## src/rtl/tle_pkg.sv

```systemverilog
// Shared types and character constants for the terminal line editor.
package tle_pkg;

  localparam int unsigned BUFFER_LEN_DEFAULT = 64;
  localparam int unsigned QUEUE_DEPTH        = 2;

  localparam logic [7:0] CH_BS    = 8'h08;
  localparam logic [7:0] CH_DEL   = 8'h7F;
  localparam logic [7:0] CH_CR    = 8'h0D;
  localparam logic [7:0] CH_LF    = 8'h0A;
  localparam logic [7:0] CH_SPACE = 8'h20;
  localparam logic [7:0] CH_TILDE = 8'h7E;
  localparam logic [7:0] CH_LT    = 8'h3C;
  localparam logic [7:0] CH_GT    = 8'h3E;
  localparam logic [7:0] CH_NUL   = 8'h00;

  typedef enum logic [1:0] {
    OP_LINE_END,
    OP_ERASE,
    OP_CHAR
  } tle_op_e;

  typedef struct packed {
    tle_op_e    op;
    logic [7:0] data;
    logic       echo;
  } tle_cmd_t;

  typedef enum logic [2:0] {
    ST_IDLE,
    ST_LINE_RD,
    ST_LINE_OUT,
    ST_TERM,
    ST_ECHO
  } tle_state_e;

endpackage

```

## src/rtl/terminal_line_editor.sv

```systemverilog
// Top level of the terminal line editor: front, command queue and back.
//
// Received bytes enter on in_valid_i/in_ready_o (in_byte_i); every result
// leaves on out_valid_o/out_ready_i as out_kind_o, out_byte_o and out_last_o,
// where out_last_o marks the final result of a received byte. The echo flag
// is written on cfg_valid_i/cfg_ready_o (cfg_echo_enable_i); the user must
// do so only while idle, which the block itself does not enforce. The front
// classifies each byte into a command and pushes it into a two-entry queue;
// in_ready_o stays high while that queue has room. The back takes one
// command at a time from the queue, taking the next only once idle again:
//   byte or erase: one result per echo byte (up to 5), none with echo off;
//   line end: each stored character is read through the registered read
//   port of the line store and then output, followed by a NUL terminator.
// Results pass through a single output register; when the receiver stalls
// the back holds, the queue fills and in_ready_o drops.
// Reset clears the fill count, the echo flag, the queue and the output
// register; the line store holds no reset value and is read only below the
// fill count.
module terminal_line_editor #(
  parameter int unsigned BUFFER_LEN = tle_pkg::BUFFER_LEN_DEFAULT
) (
  input  logic       clk_i,
  input  logic       rst_ni,
  input  logic       in_valid_i,
  output logic       in_ready_o,
  input  logic [7:0] in_byte_i,
  input  logic       cfg_valid_i,
  output logic       cfg_ready_o,
  input  logic       cfg_echo_enable_i,
  output logic       out_valid_o,
  input  logic       out_ready_i,
  output logic       out_kind_o,
  output logic [7:0] out_byte_o,
  output logic       out_last_o
);
  import tle_pkg::*;

  logic     push;
  tle_cmd_t push_cmd;
  logic     q_full;
  logic     q_valid;
  logic     q_pop;
  tle_cmd_t q_cmd;

  tle_front u_front (
    .clk_i             (clk_i),
    .rst_ni            (rst_ni),
    .in_valid_i        (in_valid_i),
    .in_ready_o        (in_ready_o),
    .in_byte_i         (in_byte_i),
    .cfg_valid_i       (cfg_valid_i),
    .cfg_ready_o       (cfg_ready_o),
    .cfg_echo_enable_i (cfg_echo_enable_i),
    .push_o            (push),
    .cmd_o             (push_cmd),
    .q_full_i          (q_full)
  );

  tle_queue u_queue (
    .clk_i      (clk_i),
    .rst_ni     (rst_ni),
    .push_i     (push),
    .push_cmd_i (push_cmd),
    .full_o     (q_full),
    .pop_i      (q_pop),
    .valid_o    (q_valid),
    .pop_cmd_o  (q_cmd)
  );

  tle_back #(
    .BUFFER_LEN (BUFFER_LEN)
  ) u_back (
    .clk_i       (clk_i),
    .rst_ni      (rst_ni),
    .q_valid_i   (q_valid),
    .q_cmd_i     (q_cmd),
    .q_pop_o     (q_pop),
    .out_valid_o (out_valid_o),
    .out_ready_i (out_ready_i),
    .out_kind_o  (out_kind_o),
    .out_byte_o  (out_byte_o),
    .out_last_o  (out_last_o)
  );

endmodule

```

## src/rtl/tle_front.sv

```systemverilog
// Input side: echo register, byte classification and command push.
module tle_front (
  input  logic              clk_i,
  input  logic              rst_ni,
  input  logic              in_valid_i,
  output logic              in_ready_o,
  input  logic [7:0]        in_byte_i,
  input  logic              cfg_valid_i,
  output logic              cfg_ready_o,
  input  logic              cfg_echo_enable_i,
  output logic              push_o,
  output tle_pkg::tle_cmd_t cmd_o,
  input  logic              q_full_i
);
  import tle_pkg::*;

  logic echo_q;
  logic echo_d;

  assign cfg_ready_o = 1'b1;
  assign in_ready_o  = !q_full_i;
  assign push_o      = in_valid_i && !q_full_i;

  always_comb begin
    echo_d = echo_q;
    if (cfg_valid_i) begin
      echo_d = cfg_echo_enable_i;
    end
  end

  always_ff @(posedge clk_i or negedge rst_ni) begin
    if (!rst_ni) begin
      echo_q <= 1'b0;
    end else begin
      echo_q <= echo_d;
    end
  end

  always_comb begin
    cmd_o.data = in_byte_i;
    cmd_o.echo = echo_q;
    if (in_byte_i == CH_CR || in_byte_i == CH_LF) begin
      cmd_o.op = OP_LINE_END;
    end else if (in_byte_i == CH_BS || in_byte_i == CH_DEL) begin
      cmd_o.op = OP_ERASE;
    end else begin
      cmd_o.op = OP_CHAR;
    end
  end

endmodule

```

## src/rtl/tle_queue.sv

```systemverilog
// Short command queue between the front and the back.
module tle_queue (
  input  logic              clk_i,
  input  logic              rst_ni,
  input  logic              push_i,
  input  tle_pkg::tle_cmd_t push_cmd_i,
  output logic              full_o,
  input  logic              pop_i,
  output logic              valid_o,
  output tle_pkg::tle_cmd_t pop_cmd_o
);
  import tle_pkg::*;

  localparam int unsigned PW = (QUEUE_DEPTH > 1) ? $clog2(QUEUE_DEPTH) : 1;
  localparam int unsigned NW = $clog2(QUEUE_DEPTH + 1);

  tle_cmd_t        slot_q [QUEUE_DEPTH];
  logic [PW-1:0]   wr_ptr_q, wr_ptr_d;
  logic [PW-1:0]   rd_ptr_q, rd_ptr_d;
  logic [NW-1:0]   count_q, count_d;
  logic            do_push, do_pop;

  assign full_o    = (count_q == NW'(QUEUE_DEPTH));
  assign valid_o   = (count_q != '0);
  assign pop_cmd_o = slot_q[rd_ptr_q];
  assign do_push   = push_i && !full_o;
  assign do_pop    = pop_i && valid_o;

  always_comb begin
    wr_ptr_d = wr_ptr_q;
    rd_ptr_d = rd_ptr_q;
    count_d  = count_q;
    if (do_push) begin
      wr_ptr_d = (wr_ptr_q == PW'(QUEUE_DEPTH - 1)) ? '0 : wr_ptr_q + 1'b1;
    end
    if (do_pop) begin
      rd_ptr_d = (rd_ptr_q == PW'(QUEUE_DEPTH - 1)) ? '0 : rd_ptr_q + 1'b1;
    end
    if (do_push && !do_pop) begin
      count_d = count_q + 1'b1;
    end else if (do_pop && !do_push) begin
      count_d = count_q - 1'b1;
    end
  end

  always_ff @(posedge clk_i or negedge rst_ni) begin
    if (!rst_ni) begin
      wr_ptr_q <= '0;
      rd_ptr_q <= '0;
      count_q  <= '0;
    end else begin
      wr_ptr_q <= wr_ptr_d;
      rd_ptr_q <= rd_ptr_d;
      count_q  <= count_d;
    end
  end

  always_ff @(posedge clk_i) begin
    if (do_push) begin
      slot_q[wr_ptr_q] <= push_cmd_i;
    end
  end

endmodule

```

## src/rtl/tle_back.sv

```systemverilog
// Execution side: line store, fill count, sequencer and output register.
module tle_back #(
  parameter int unsigned BUFFER_LEN = tle_pkg::BUFFER_LEN_DEFAULT
) (
  input  logic              clk_i,
  input  logic              rst_ni,
  input  logic              q_valid_i,
  input  tle_pkg::tle_cmd_t q_cmd_i,
  output logic              q_pop_o,
  output logic              out_valid_o,
  input  logic              out_ready_i,
  output logic              out_kind_o,
  output logic [7:0]        out_byte_o,
  output logic              out_last_o
);
  import tle_pkg::*;

  localparam int unsigned DEPTH = BUFFER_LEN - 1;
  localparam int unsigned AW    = (DEPTH > 1) ? $clog2(DEPTH) : 1;
  localparam int unsigned CW    = $clog2(BUFFER_LEN);
  localparam logic [CW-1:0] CAP = CW'(DEPTH);

  function automatic logic [7:0] hex_char(input logic [3:0] v);
    hex_char = (v < 4'd10) ? (8'h30 + {4'h0, v}) : (8'h37 + {4'h0, v});
  endfunction

  logic [7:0]    mem [DEPTH];
  logic [7:0]    rd_data_q;
  logic          rd_en;
  logic [AW-1:0] rd_addr;
  logic          wr_en;
  logic [AW-1:0] wr_addr;

  tle_state_e    state_q, state_d;
  tle_cmd_t      cmd_q, cmd_d;
  logic [CW-1:0] fill_q, fill_d;
  logic [CW-1:0] idx_q, idx_d;
  logic          full_q, full_d;
  logic [2:0]    step_q, step_d;
  logic [2:0]    len_q, len_d;

  logic          out_valid_q, out_valid_d;
  logic          out_kind_q, out_kind_d;
  logic [7:0]    out_byte_q, out_byte_d;
  logic          out_last_q, out_last_d;

  logic          slot_free;
  logic          in_full;
  logic          in_print;
  logic          echo_last;
  logic [CW-1:0] idx_next;
  logic [2:0]    sub_step;
  logic [7:0]    echo_byte;

  assign slot_free = !out_valid_q || out_ready_i;
  assign in_full   = (fill_q == CAP);
  assign in_print  = (q_cmd_i.data >= CH_SPACE) && (q_cmd_i.data <= CH_TILDE);
  assign echo_last = (step_q == len_q - 3'd1);
  assign idx_next  = idx_q + 1'b1;
  assign sub_step  = step_q - {2'b00, full_q};

  assign out_valid_o = out_valid_q;
  assign out_kind_o  = out_kind_q;
  assign out_byte_o  = out_byte_q;
  assign out_last_o  = out_last_q;

  always_comb begin
    if (cmd_q.op == OP_ERASE) begin
      echo_byte = (step_q == 3'd1) ? CH_SPACE : CH_BS;
    end else if (full_q && step_q == 3'd0) begin
      echo_byte = CH_BS;
    end else if (cmd_q.data >= CH_SPACE && cmd_q.data <= CH_TILDE) begin
      echo_byte = cmd_q.data;
    end else begin
      case (sub_step)
        3'd0:    echo_byte = CH_LT;
        3'd1:    echo_byte = hex_char(cmd_q.data[7:4]);
        3'd2:    echo_byte = hex_char(cmd_q.data[3:0]);
        default: echo_byte = CH_GT;
      endcase
    end
  end

  // Next state
  always_comb begin
    state_d = state_q;
    case (state_q)
      ST_IDLE: begin
        if (q_valid_i) begin
          case (q_cmd_i.op)
            OP_LINE_END: state_d = (fill_q == '0) ? ST_TERM : ST_LINE_RD;
            OP_ERASE:    state_d = (fill_q != '0 && q_cmd_i.echo) ? ST_ECHO : ST_IDLE;
            default:     state_d = q_cmd_i.echo ? ST_ECHO : ST_IDLE;
          endcase
        end
      end
      ST_LINE_RD: state_d = ST_LINE_OUT;
      ST_LINE_OUT: begin
        if (slot_free) begin
          state_d = (idx_next == fill_q) ? ST_TERM : ST_LINE_RD;
        end
      end
      ST_TERM: begin
        if (slot_free) begin
          state_d = ST_IDLE;
        end
      end
      ST_ECHO: begin
        if (slot_free && echo_last) begin
          state_d = ST_IDLE;
        end
      end
      default: state_d = ST_IDLE;
    endcase
  end

  // Datapath and outputs
  always_comb begin
    q_pop_o     = 1'b0;
    cmd_d       = cmd_q;
    fill_d      = fill_q;
    idx_d       = idx_q;
    full_d      = full_q;
    step_d      = step_q;
    len_d       = len_q;
    rd_en       = 1'b0;
    rd_addr     = idx_q[AW-1:0];
    wr_en       = 1'b0;
    wr_addr     = fill_q[AW-1:0];
    out_valid_d = out_valid_q && !out_ready_i;
    out_kind_d  = out_kind_q;
    out_byte_d  = out_byte_q;
    out_last_d  = out_last_q;
    case (state_q)
      ST_IDLE: begin
        if (q_valid_i) begin
          q_pop_o = 1'b1;
          cmd_d   = q_cmd_i;
          idx_d   = '0;
          step_d  = '0;
          case (q_cmd_i.op)
            OP_LINE_END: begin
              idx_d = '0;
            end
            OP_ERASE: begin
              len_d = 3'd3;
              if (fill_q != '0) begin
                fill_d = fill_q - 1'b1;
              end
            end
            default: begin
              wr_en  = 1'b1;
              full_d = in_full;
              if (in_full) begin
                wr_addr = AW'(fill_q - 1'b1);
              end else begin
                fill_d = fill_q + 1'b1;
              end
              len_d = {2'b00, in_full} + (in_print ? 3'd1 : 3'd4);
            end
          endcase
        end
      end
      ST_LINE_RD: begin
        rd_en = 1'b1;
      end
      ST_LINE_OUT: begin
        if (slot_free) begin
          out_valid_d = 1'b1;
          out_kind_d  = 1'b1;
          out_byte_d  = rd_data_q;
          out_last_d  = 1'b0;
          idx_d       = idx_next;
        end
      end
      ST_TERM: begin
        if (slot_free) begin
          out_valid_d = 1'b1;
          out_kind_d  = 1'b1;
          out_byte_d  = CH_NUL;
          out_last_d  = 1'b1;
          fill_d      = '0;
        end
      end
      ST_ECHO: begin
        if (slot_free) begin
          out_valid_d = 1'b1;
          out_kind_d  = 1'b0;
          out_byte_d  = echo_byte;
          out_last_d  = echo_last;
          step_d      = step_q + 3'd1;
        end
      end
      default: begin
        q_pop_o = 1'b0;
      end
    endcase
  end

  always_ff @(posedge clk_i or negedge rst_ni) begin
    if (!rst_ni) begin
      state_q     <= ST_IDLE;
      fill_q      <= '0;
      out_valid_q <= 1'b0;
    end else begin
      state_q     <= state_d;
      fill_q      <= fill_d;
      out_valid_q <= out_valid_d;
    end
  end

  always_ff @(posedge clk_i) begin
    cmd_q      <= cmd_d;
    idx_q      <= idx_d;
    full_q     <= full_d;
    step_q     <= step_d;
    len_q      <= len_d;
    out_kind_q <= out_kind_d;
    out_byte_q <= out_byte_d;
    out_last_q <= out_last_d;
  end

  always_ff @(posedge clk_i) begin
    if (wr_en) begin
      mem[wr_addr] <= cmd_d.data;
    end
    if (rd_en) begin
      rd_data_q <= mem[rd_addr];
    end
  end

endmodule

```

## config.mk

```make
export PLATFORM = sky130hd
export DESIGN_NAME = terminal_line_editor
export DESIGN_NICKNAME = d
export VERILOG_FILES = /design/src/rtl/tle_pkg.sv /design/src/rtl/terminal_line_editor.sv /design/src/rtl/tle_front.sv /design/src/rtl/tle_queue.sv /design/src/rtl/tle_back.sv
export SDC_FILE = /design/constraint.sdc
export NUM_CORES = 1
export LEC_CHECK = 0
export ABC_CLOCK_PERIOD_IN_PS = 5600
export BUFFER_PORTS_ARGS = -buffer_cell sky130_fd_sc_hd__clkbuf_2
export CORE_ASPECT_RATIO = 1.75
export CORE_MARGIN = 2
export CORE_UTILIZATION = 23
export DETAILED_ROUTE_END_ITERATION = 10
export PLACE_DENSITY = 0.39
export SYNTH_ARGS = -nofsm -noshare
export SYNTH_HDL_FRONTEND = slang
export SYNTH_HIERARCHICAL = 1
export SYNTH_SLANG_ARGS = --single-unit
```

## constraint.sdc

```tcl
create_clock -name clk_i -period 5.6 [get_ports clk_i]
set_clock_uncertainty 0.2 [all_clocks]
set_input_delay 0.28 -clock clk_i [delete_from_list [all_inputs] [get_ports clk_i]]
set_output_delay 0.28 -clock clk_i [all_outputs]
set_load 0.005 [all_outputs]
```

Yosys cells after proc, flatten, opt, wreduce, memory -nomap -nowiden:

Memory sizes are Yosys's and may differ from the RTL's. A register that Yosys moved wholly into a read port is not among the register bits.
Cells that the tools add are included.

* add/subtract/negate cells: 15
* magnitude comparators: 6
* eq/ne operators: 26
* mux-type cells: 64
* bitwise logic cells: 2
* reduce and logical (&&, ||, !) cells: 44

Operators with widths (count)
* two-way mux 6 bit: 11
* two-way mux 8 bit: 8
* one-hot mux 8 bit (3 select lines): 2
* one-hot mux 6 bit (2 select lines): 3
* adder 6 x 4 -> 7 bit (first input constant): 4
* two-way mux 3 bit: 9
* equality test 8 x 4 -> 1 bit (second input constant): 3
* two-way mux 9 bit: 2
* one-hot mux 3 bit (2 select lines): 3
* two-way mux 1 bit: 17
* >= comparator 8 x 6 -> 1 bit (second input constant): 2
* <= comparator 8 x 7 -> 1 bit (second input constant): 2
* one-hot mux 3 bit (5 select lines): 1
* AND reduction 3 bit: 5
* adder 6 x 1 -> 6 bit (second input constant): 2
* two-way mux 2 bit: 6
* nonzero test 2 bit: 6
* logical AND 1 bit: 11
* inequality test 2 x 1 -> 1 bit (second input constant): 5
* equality test 3 x 1 -> 1 bit (second input constant): 3
* equality test 3 x 2 -> 1 bit (second input constant): 3
* logical NOT 3 bit: 3
* equality test 8 x 7 -> 1 bit (second input constant): 1
* < comparator 4 bit (second input constant): 2
* other kinds (31): 43

* flip-flop bits (word level): 49
* bits in writable memories: 526
* bits of input ports: 14
* output and inout port bits: 13
* logic and storage cells: 176
* memories kept: 2

Memory list
* u_back.mem: words 63, bits a word 8, rd ports 1, clocked after memory_dff 1, wr ports 1, RTL line tle_back.sv:27 `logic [7:0] mem [DEPTH];`
* u_queue.slot_q: words 2, bits a word 11, rd ports 1, clocked after memory_dff 0, wr ports 1, RTL line tle_queue.sv:17 `tle_cmd_t slot_q [QUEUE_DEPTH];`

Depth between registers and ports, before layout:

* depth after elaboration: 8
* mapped depth: 10
* depth with buffers taken out: 9

By module:

The synthesis kept the hierarchy.

Modules (own cells, without submodules)
* tle_back: times used 1, cells each 1214, area each 22539.1 µm², seq. area each 16535.9 µm²
* tle_queue: times used 1, cells each 53, area each 1037.2 µm², seq. area each 760.7 µm²
* tle_front: times used 1, cells each 25, area each 195.2 µm², seq. area each 25.0 µm²

Worst setup path after synthesis:

OpenSTA, ideal clock, no wires.

* path type: register to register
* from: register u_queue.count_q[0]
* to: memory u_back.mem[0][0], data pin
* setup time: 0.702 ns
* arrival time: 3.696 ns
* data required time: 4.698 ns
* slack: 1.002 ns
* cell stages (with the launch flop): 5
* path buffers: 1
* period minus slack after synthesis: 4.598 ns
* cells stage by stage: dfrtp_1 or2_4 nor4b_2 clkbuf_1 o21ai_0

RTL lines
* from (decl): RTL line tle_queue.sv:20 `logic [NW-1:0] count_q, count_d;`
* from (signal assigned): RTL line tle_queue.sv:54 `count_q <= count_d;`
* to (decl): RTL line tle_back.sv:27

==> results.yml <==
run_status:
  status: "finished, final reports clean"
final_layout:
  final_cell_area_um2: 27300
  fin_nets: 1356
  utilization: 0.266
  drive_gt1_frac: 0.208
  n_antenna_cell: 0
  finalNonFillerCells: 2714
  fillCellCount: 10200
  multi_input_comb_area_um2: 6010
  seq_area_um2: 17300
  area_growth_pct: 14.9
synth:
  synth-edff-count: 559
  yosysMostFrequentCell: "edfxtp_1"
  synth_area_leaders: "edfxtp_1, mux4_2, mux2i_1, dfrtp_1, nor2_1"
  syn_inst: 1292
  synth_common_cells: "edfxtp_1, mux4_2, nor2_1, mux2i_1, nand2_1"
  async_flop_share: 0.0258
  synthDistinctLibCells: 67
  syn_nets: 1321
  synth-main-ff-cell: "edfxtp_1"
  yosys.area.top_type: "edfxtp_1"
  yosys_warnings: 6
  syn_area_per_cell_um2: 18.4
  syn-cell-area_um2: 23800
  yosysSeqAreaShare: 0.729
  synth_seq_cells: 582
  synth_top_area_share: 0.706
sta:
  finalSetupViolCount: 0
  whs_ns: 0.240
  min_period_ns: 3.99
  fin_ws_ns: 1.61
  slew_viol_final: 0
  relSlewSlack: 0.253
  worst_slew_pin_slew_ns: 1.12
  fin_tns_setup_ns: 0
  clock.fmax_mhz: 251
  period_share: 0.712
  rsz0062_at_grt: "no"
  hold_violations: 0
pwr:
  leakage_nw: 8.45
  finalPower_mw: 15.9
  power_density_nw_per_um2: 583
  vdd_drop_max_uv: 465
cts:
  holdBufCountCts: 14
  ctsResizeCount: 0
  cts_buffer_depth: 3
  insertion_delay_ns: 0.61
  cts_root_buffer: "clkbuf_16"
  cts_tree: "built"
  htreeDepth: 2
  cts_buffers: 52
  clkTransAtPathRegs_ns: 0.06
  cts_setup_buffers: 0
  cts.sinks: 582
placed_design:
  gp_congestion: 0.807
  port_buffers: 25
  dpl_worst_slack_ns: 1.55
  dpl_cell_area_um2: 25400
  dp.cells: 2602
  dpl.hpwl_mm: 43.4
routing:
  vias_per_cell: 4.34
  drc: 0
  via_count: 11800
  first_pass_iters: 5
  detail-route-antenna-nets: 0
  wl_per_cell_um: 23.7
  wl_mm: 64.2
  drt_iter0_markers: 574
min_path:
  hold_path_class: "in -> reg"
  hold_start: "in_byte_i[5]"
  holdPathEnd: "u_queue/slot_q[0][6]$_DFFE_PP_"
  min_path_cells: 2
global_routing:
  grt_pass1_wl_mm: 92.7
  track_usage: 0.122
  first_global_vias: 12700
  grt_max_degree: 101
  grt_overflow: 0
  antenna_found_initial: 1
floorplanning:
  start_util: 0.231
  core_area_um2: 103000
  die_area_um2: 106000
  ios: 27
  die_w_um: 247
  die_h_um: 429
  num_rows: 156
worst_setup_path:
  cp-end-kind: "register"
  arrival_ns: 4.03
  startpoint_type: "register"
  critPathTopFamily: "simple AND/OR/NAND/NOR gates"
  cpMostUsedCell: "nand2_1"
  reg2reg_depth: 8
  reg2reg_slack_ns: 1.61
  cp_max_fo: 12
  reg2reg_to: "u_back/mem[50][0]$_DFFE_PP_"
  cp.required_ns: 5.65
  cpPeakStageDelay_ns: 0.81
  path_buf_inv: 1
  critPathKind: "reg -> reg"
  reg2reg_from: "u_queue/rd_ptr_q$_DFFE_PN0P_"
  crit_path_top_delay_cell: "dfrtp_1"
  worstPathCellList: "mux2_4 > nor2b_1 > nand2_1 > inv_2 > nand3_1 > a21boi_1 > nand2_1 > nor2_1"
flow_run:
  drv_cap: 0
-- worst max-delay path by stage --
stage / slack, ns / to / cells past startpoint / start
floorplan: 1.00 / u_back/mem[0][0]$_DFFE_PP_ / 4 / u_queue/count_q[0]$_DFFE_PN0P_
detailed placement: 1.55 / u_back/mem[0][0]$_DFFE_PP_ / 8 / u_queue/rd_ptr_q$_DFFE_PN0P_
global placement: 1.59 / u_back/mem[33][1]$_DFFE_PP_ / 8 / u_queue/rd_ptr_q$_DFFE_PN0P_
finish: 1.61 / u_back/mem[50][0]$_DFFE_PP_ / 8 / u_queue/rd_ptr_q$_DFFE_PN0P_
global route: 1.40 / u_back/mem[2][4]$_DFFE_PP_ / 8 / u_queue/rd_ptr_q$_DFFE_PN0P_
CTS: 1.57 / u_back/mem[50][0]$_DFFE_PP_ / 8 / u_queue/rd_ptr_q$_DFFE_PN0P_
-- layout by cell type (no fill, tap or decap), types with 5 or more instances in the layout --
master,n
mux2i_1,49
mux2_4,9
a21oi_1,39
o21ai_0,22
dfxtp_1,8
clkbuf_1,10
clkinv_1,9
mux4_2,120
ha_1,15
inv_1,16
edfxtp_1,559
a31oi_1,7
dfrtp_1,15
nor2b_1,10
bufinv_16,7
nor3_1,11
nor2_1,93
nand2_1,43
o22ai_1,17
nand2b_1,9
clkbuf_2,25
nand4_1,9
buf_4,20
dlygate4sd3_1,14
clkbuf_16,53
o21ai_1,5
mux2_2,9
o221ai_1,24
xor2_1,12
and3_1,5
nand3_1,21
xnor2_1,13
clkinv_2,10
-- cell families after synthesis --
family / share of synthesized area
flip-flops: 0.729
XOR/XNOR: 0.00921
adder cells (fa/ha/maj): 0.00790
AO/OA/AOI/OAI: 0.0393
other: 0.000158
multiplexers: 0.144
AND/OR/NAND/NOR: 0.0492
buffers and inverters: 0.0214
-- power breakdown --
group,switching [mW],internal (mW),total (mW)
logic,3.84,1.83,5.67
clock network,1.61,2.10,3.71
registers,0.349,6.19,6.54
-- sequential cells by signal, summed over array words and instances, names as in the netlist --
signal and count:
u_back/len_q 3, u_back/state_q 3, u_back/out_byte_o 8, u_back/fill_q 6
u_back/step_q 3, u_back/full_q 1, u_back/rd_data_q 8, u_back/out_valid_o 1
u_back/mem 504, u_queue/rd_ptr_q 1, u_front/echo_q 1, u_back/out_kind_o 1
u_back/cmd_q 10, u_queue/count_q 2, u_queue/wr_ptr_q 1, u_queue/slot_q 22
u_back/idx_q 6, u_back/out_last_o 1
-- per-layer routing --
layer / vias up / global-route usage / share of wire
li1: 5261 / - / -
met1: 6206 / 0.129 / 0.36
met2: 220 / 0.240 / 0.57
met3: 96 / 0.0115 / 0.023
met4: 0 / 0.0536 / 0.042
met5: - / 0 / 0
-- cell type report --
class	count	area share
Inverter	17	0.00234
Sequential cell	582	0.634
Clock buffer	65	0.0509
Multi-Input combinational cell	612	0.220
Timing Repair Buffer	62	0.0174
Clock inverter	33	0.0140
Tap cell	1343	0.0615
(Power assumes the default switching activity.)
